**config.mk**
```make
export PLATFORM = sky130hd
export DESIGN_NAME = ks2kc_regs
export DESIGN_NICKNAME = d
export VERILOG_FILES = /design/src/hw/rtl/ks2kc_pkg.sv /design/src/hw/rtl/ks2kc_regs.sv
export SDC_FILE = /design/constraint.sdc
export NUM_CORES = 1
export LEC_CHECK = 0
export ABC_AREA = 1
export ABC_CLOCK_PERIOD_IN_PS = 970
export BUFFER_PORTS_ARGS = -buffer_cell sky130_fd_sc_hd__buf_2
export CAP_MARGIN = 20
export CORE_MARGIN = 5
export CORE_UTILIZATION = 45
export DETAILED_ROUTE_END_ITERATION = 8
export GPL_TIMING_DRIVEN = 1
export PLACE_DENSITY = 0.75
export SYNTH_ARGS = -nofsm -noshare
export SYNTH_HDL_FRONTEND = slang
export SYNTH_SLANG_ARGS = --single-unit
export TNS_END_PERCENT = 10
```
**constraint.sdc**
```tcl
create_clock -name clk -period 0.97 [get_ports clk]
set_input_delay 0 -clock clk [delete_from_list [all_inputs] [get_ports clk]]
set_output_delay 0 -clock clk [all_outputs]
set_load 0.01 [all_outputs]
```
**src/hw/rtl/ks2kc_pkg.sv**
```systemverilog
// ks2kc_pkg: shared types, codes and helpers for the keysym to keycode sequencer
// no dependencies; used by every module of the block but ks2kc_ram
`default_nettype none

package ks2kc_pkg;

    localparam int COLUMNS = 4;
    localparam int KS_W    = 29;
    localparam int SLOTS   = 14;

    // result direction codes
    localparam logic [1:0] DIR_PRESS   = 2'd0;
    localparam logic [1:0] DIR_RELEASE = 2'd1;
    localparam logic [1:0] DIR_TAP     = 2'd2;

    // result status codes
    localparam logic [1:0] ST_FOUND    = 2'd0;
    localparam logic [1:0] ST_ASSIGNED = 2'd1;
    localparam logic [1:0] ST_NOFREE   = 2'd2;
    localparam logic [1:0] ST_WRITE    = 2'd3;

    // configuration register indexes
    localparam logic [2:0] REG_FIRST_KEYCODE    = 3'd0;
    localparam logic [2:0] REG_ROWS_IN_USE      = 3'd1;
    localparam logic [2:0] REG_SHIFT_KEY        = 3'd2;
    localparam logic [2:0] REG_MODE_SWITCH_KEY  = 3'd3;
    localparam logic [2:0] REG_CONTROL_KEY      = 3'd4;
    localparam logic [2:0] REG_META_KEY         = 3'd5;
    localparam logic [2:0] REG_ALT_KEY          = 3'd6;
    localparam logic [2:0] REG_STICKY_SHIFT_KEY = 3'd7;

    typedef struct packed {
        logic            opcode;
        logic [7:0]      row;
        logic [1:0]      column;
        logic [KS_W-1:0] keysym;
        logic            control_mode;
        logic            meta_mode;
        logic            alt_mode;
        logic            shift_mode;
    } req_t;

    typedef struct packed {
        logic [7:0] key_code;
        logic [1:0] direction;
        logic [1:0] status;
        logic       last;
    } rsp_t;

    typedef struct packed {
        logic [7:0] first_keycode;
        logic [8:0] rows_in_use;
        logic [7:0] shift_key;
        logic [7:0] mode_switch_key;
        logic [7:0] control_key;
        logic [7:0] meta_key;
        logic [7:0] alt_key;
        logic [7:0] sticky_shift_key;
    } cfg_t;

    typedef enum logic {
        CMD_LOAD,
        CMD_TRANSLATE
    } cmd_kind_t;

    typedef struct packed {
        cmd_kind_t       kind;
        logic            write_ok;
        logic [7:0]      row;
        logic [1:0]      column;
        logic [KS_W-1:0] keysym;
        logic            control_mode;
        logic            meta_mode;
        logic            alt_mode;
        logic            shift_mode;
    } cmd_t;

    typedef enum logic [1:0] {
        BK_IDLE,
        BK_SCAN,
        BK_DECIDE,
        BK_EMIT
    } back_state_t;

    function automatic logic is_modifier_sym(input logic [KS_W-1:0] ks);
        logic hit;
        begin
            hit = ((ks >= 29'h0FFE1) && (ks <= 29'h0FFEE)) ||
                  ((ks >= 29'h0FE01) && (ks <= 29'h0FE13)) ||
                  (ks == 29'h0FF7E) || (ks == 29'h0FF7F);
            return hit;
        end
    endfunction

endpackage

`default_nettype wire

```
**src/hw/rtl/ks2kc_regs.sv**
```systemverilog
// ks2kc_regs: apb-style configuration registers of the sequencer
// depends on ks2kc_pkg
`default_nettype none

module ks2kc_regs (
    input  wire logic              clk,
    input  wire logic              rst_n,
    input  wire logic              psel,
    input  wire logic              penable,
    input  wire logic              pwrite,
    input  wire logic [4:0]        paddr,
    input  wire logic [31:0]       pwdata,
    output logic      [31:0]       prdata,
    output logic                   pready,
    output ks2kc_pkg::cfg_t        cfg
);

    ks2kc_pkg::cfg_t cfg_reg;
    ks2kc_pkg::cfg_t cfg_next;
    logic [2:0]      index;
    logic            wr_en;

    assign index  = paddr[4:2];
    assign wr_en  = psel && penable && pwrite;
    assign pready = 1'b1;
    assign cfg    = cfg_reg;

    always_comb
    begin
        cfg_next = cfg_reg;
        if (wr_en)
        begin
            case (index)
                ks2kc_pkg::REG_FIRST_KEYCODE:    cfg_next.first_keycode    = pwdata[7:0];
                ks2kc_pkg::REG_ROWS_IN_USE:      cfg_next.rows_in_use      = pwdata[8:0];
                ks2kc_pkg::REG_SHIFT_KEY:        cfg_next.shift_key        = pwdata[7:0];
                ks2kc_pkg::REG_MODE_SWITCH_KEY:  cfg_next.mode_switch_key  = pwdata[7:0];
                ks2kc_pkg::REG_CONTROL_KEY:      cfg_next.control_key      = pwdata[7:0];
                ks2kc_pkg::REG_META_KEY:         cfg_next.meta_key         = pwdata[7:0];
                ks2kc_pkg::REG_ALT_KEY:          cfg_next.alt_key          = pwdata[7:0];
                ks2kc_pkg::REG_STICKY_SHIFT_KEY: cfg_next.sticky_shift_key = pwdata[7:0];
                default:                         cfg_next = cfg_reg;
            endcase
        end
    end

    always_comb
    begin
        case (index)
            ks2kc_pkg::REG_FIRST_KEYCODE:    prdata = {24'd0, cfg_reg.first_keycode};
            ks2kc_pkg::REG_ROWS_IN_USE:      prdata = {23'd0, cfg_reg.rows_in_use};
            ks2kc_pkg::REG_SHIFT_KEY:        prdata = {24'd0, cfg_reg.shift_key};
            ks2kc_pkg::REG_MODE_SWITCH_KEY:  prdata = {24'd0, cfg_reg.mode_switch_key};
            ks2kc_pkg::REG_CONTROL_KEY:      prdata = {24'd0, cfg_reg.control_key};
            ks2kc_pkg::REG_META_KEY:         prdata = {24'd0, cfg_reg.meta_key};
            ks2kc_pkg::REG_ALT_KEY:          prdata = {24'd0, cfg_reg.alt_key};
            ks2kc_pkg::REG_STICKY_SHIFT_KEY: prdata = {24'd0, cfg_reg.sticky_shift_key};
            default:                         prdata = 32'd0;
        endcase
    end

    always_ff @(posedge clk or negedge rst_n)
    begin
        if (!rst_n)
        begin
            cfg_reg.first_keycode    <= 8'd8;
            cfg_reg.rows_in_use      <= 9'd248;
            cfg_reg.shift_key        <= 8'd50;
            cfg_reg.mode_switch_key  <= 8'd0;
            cfg_reg.control_key      <= 8'd37;
            cfg_reg.meta_key         <= 8'd0;
            cfg_reg.alt_key          <= 8'd0;
            cfg_reg.sticky_shift_key <= 8'd50;
        end
        else
        begin
            cfg_reg <= cfg_next;
        end
    end

endmodule

`default_nettype wire

```
== After elaboration in Yosys (flattened, before gate mapping) ==
Cells that the tools add are included.

* Register bits: 65
* Input bits: 42
* Output and inout bits: 98

* Eq/ne operators: 7
* Multiplexer cells: 1
* Reduce and logical (&&, ||, !) cells: 11

{| class="wikitable"
|+ Operators with widths
! cell !! number
|-
| $pmux 32 s8 || 1
|-
| $reduce_and 2->1 || 8
|-
| $eq 3x3->1 const B || 4
|-
| $eq 3x2->1 const B || 2
|-
| $eq 3x1->1 const B || 1
|-
| $logic_not 3->1 || 1
|-
| $logic_and 1x1->1 || 2
|}

== Logic depth before layout (Yosys ltp) ==
* Word-level depth: 3
* Depth in mapped cells: 8

== Worst setup path before layout ==
Ideal clock, no wire load.

* Kind: input port to flip-flop
* From: in paddr[3]
* To: reg cfg_reg (netlist bit cfg[56])
* Data arrival time: 851 ps
* Required time: 853 ps
* Setup slack: 3 ps
* Cell stages on the path: 6
* Path through: buf_4 nor3_1 nand2_2 buf_6 nand2_1 nand2_1

* Cells in the longest elaborated chain, start to end: 2

{| class="wikitable"
|+ RTL lines
! what !! RTL line !! RTL
|-
| start: declaration || ks2kc_regs.sv:11 || <nowiki>input wire logic [4:0] paddr,</nowiki>
|-
| $eq 3x1->1 || ks2kc_regs.sv:33 || <nowiki>case (index)</nowiki>
|-
| $reduce_and 2->1 (no source line) || -- ||
|-
| end signal: assignment || ks2kc_regs.sv:77 || <nowiki>cfg_reg <= cfg_next;</nowiki>
|-
| end: declaration || ks2kc_regs.sv:18 || <nowiki>ks2kc_pkg::cfg_t cfg_reg;</nowiki>
|}

No other way between the ends.
A chain may end at the register's enable or synchronous reset.

== Final worst setup path ==
* From: reg cfg_reg (netlist bit cfg[55])
* To: out prdata[7]

* Cells in the longest elaborated chain, start to end: 1

{| class="wikitable"
|+ RTL lines
! what !! RTL line !! RTL
|-
| $pmux 32 s8 || ks2kc_regs.sv:49 || <nowiki>case (index)</nowiki>
|-
| end: declaration || ks2kc_regs.sv:13 || <nowiki>output logic [31:0] prdata,</nowiki>
|}

No other way between the ends. The select of a mux whose other input is x is not followed.

==> flow_summary.ini <==
[run_status]
status = complete, but fails checks
violations = negative setup slack

[floorplanning]
rows = 32
initial_utilization_pct = 45.53
die_h_um = 97.73
ioPinCount = 140
core-area_um2 = 7607
dieArea_um2 = 9551
fp.dieW_um = 97.73

[route]
drc = 0
wl_mm = 11.20
vias_per_cell = 5.186
detail_route.wl_per_cell_um = 17.04
first_pass_iters = 5
ant_nets = 0
vias = 3407
drt_iter0_markers = 309

[logic_synthesis]
ys_seq_elements = 65
netlist_area_um2 = 3463
synth_cells = 395
yosysWarnings = 0
yosys.cell_types.count = 30
synth_area_per_cell_um2 = 8.768
yosysSeqAreaShare_pct = 47.51

[grt]
track_usage_pct = 23.26
overflow = 0
grt_pass1_vias = 3339
antenna_found_initial = 0
grt_max_degree = 66
grt_pass1_wl_mm = 17.43

[power_and_ir_drop]
clkPwrFrac_pct = 23.4
seqPwrFrac_pct = 40.9
comb_power_share_pct = 35.7
intPower_mw = 6.184
p_sw_mw = 3.059
total_power_mw = 9.243
leakage_nw = 2.552
ir_worst_vdd_mv = 1.174
switching_share_pct = 33.09
power_density_nw_per_um2 = 1865

[clock_tree]
cts_tree = yes
clk_latency_ps = 340
cts-buffers-inserted = 9
clk_pin_slew_worst_paths_ps = 70
cts_buffer_depth = 2
htreeDepth = 3
cts_root_buf = clkbuf_8
cts_sinks = 65

[critical_path]
worstPathArrival_ps = 1360
startpoint_type = flip-flop
path_max_fanout = 2
crit_chain = nand4_1 -> nand2_1 -> nor2_1 -> nand3_1 -> buf_2
end_kind = primary output
crit_required_ps = 970
slowest_stage = dfstp_2
critPathKind = reg2out
critical_path.max_stage_delay_ps = 550
r2r-start = cfg[55]
critPathLaunch = cfg[55]

[cells_and_area]
nets = 592
drive_gt1_share_pct = 43.24
area_growth_pct = 43.10
stdcell_count = 657
antenna_cells = 0
nFillCells = 642
largest_register_ff_count = 65
post-route-cell-area_um2 = 4956

[timing]
fin_crit_ps = 1364
finalHoldViolCount = 0
drv_slew = 0
max_freq_ghz = 0.7333
finClkSkew_ps = 0
setup_viol = 38
rsz0062_at_grt = yes
fin_tns_setup_ps = -4945
fin_crit_sh_pct = 140.6
fin_ws_ps = -393.8

[placed_design]
gp_congestion = 0.9262
place_area_um2 = 4329
dp.cells = 629
numPortBuffers = 90
dpl.hpwl_mm = 7.942
pre_cts_ws_ps = -164.7

[min_path]
hp-class = in2reg
min_from = penable

[run]
cap_violations = 0
==> final timing paths <==
check                           slack (ps)  cells after the start        end
worst max-delay path                  -390                      5  prdata[7]
worst min-delay path                   120                      5    cfg[56]
worst max register to register          60                      4    cfg[55]
worst min register to register         500                      2    cfg[56]
max in group asynchronous              430                      3    cfg[55]
min in group asynchronous              190                      3    cfg[43]
==> layout by cell type (no fill, tap or decap), drive strengths merged, types with 10 or more instances in the layout <==
cell | Yosys | final
nor2 | 35 | 35
dfstp | 15 | 15
nand4 | 40 | 40
dlygate4sd3 | 0 | 10
conb | 2 | 24
o21ai | 56 | 56
clkbuf | 4 | 14
dfrtp | 50 | 50
nand3 | 21 | 21
buf | 43 | 159
inv | 20 | 20
nand2 | 95 | 95
==> metrics by stage <==
stage / util [%] / hold slack [ps]
floorplan: - / -295.6
global placement: 56.91 / 35.01
detailed placement: 56.91 / 45.88
CTS: 64.75 / 106.3
global route: 65.15 / 120.7
finish: 65.15 / 121.3
==> cells in the mapped netlist (all sizes together) <==
| master | count | area share (%) |
|---|---|---|
| nor2 | 35 | 4.6 |
| nand2 | 95 | 11 |
| a21oi | 8 | 1.2 |
| and2 | 1 | 0.18 |
| buf | 43 | 9.6 |
| nor3 | 5 | 1.3 |
| nand3 | 21 | 3.8 |
| inv | 20 | 2.2 |
| dfrtp | 50 | 36 |
| dfstp | 15 | 11 |
| conb | 2 | 0.22 |
| nand4 | 40 | 7.2 |
| o21ai | 56 | 11 |
| clkbuf | 4 | 0.43 |
==> cell families after synthesis <==
group / synth area share, %
AOI/OAI and AO/OA: 12.07
other: 0.2168
DFF: 47.51
buffers and inverters: 12.28
and+or+nand+nor: 27.93
==> worst max-delay path: cells and delay by family (launching register included) <==
kind	cells	cell delay, ps
DFF	1	550
and+or+nand+nor	4	330
buffers and inverters	1	140
==> layout make-up <==
class	count	area, µm²	area share [%]
clock inverters	2	12.51	0.2525
repair buffers	169	1423	28.70
clock buffers	14	172.7	3.484
multi-input cells	285	1498	30.22
well taps	102	127.6	2.575
flip-flops and latches	65	1645	33.20
inverters	20	77.57	1.565
==> power by group through the flow <==
| stage | clock [mW] | combinational [mW] | sequential (mW) |
|---|---|---|---|
| 2_1_floorplan | 0 | 1.00 | 4.00 |
| 3_3_place_gp | 0 | 2.65 | 3.75 |
| 3_5_place_dp | 0 | 2.71 | 3.76 |
| 4_1_cts | 2.19 | 3.26 | 3.76 |
| 5_1_grt | 2.30 | 3.56 | 3.83 |
| 6_report | 2.16 | 3.30 | 3.78 |
==> layer usage <==
| metal | part of all wire [%] | GRT usage [%] | vias up |
|---|---|---|---|
| met4 | 2.8 | 9.159 | 0 |
| li1 | - | - | 1587 |
| met1 | 41 | 30.39 | 1605 |
| met5 | 0 | 0 | - |
| met2 | 47 | 36.64 | 183 |
| met3 | 9.2 | 6.714 | 32 |
==> what timing repair did <==
item / CTS / global route
hold buffers: 10 / 0
setup endpoints to repair: 43 / 43
resized for setup: 62 / 5
setup buffers: 0 / 2
pin swaps: 5 / 7
endpoints found under the hold margin: 74 / 0
Power figures use the tool's default switching activity.
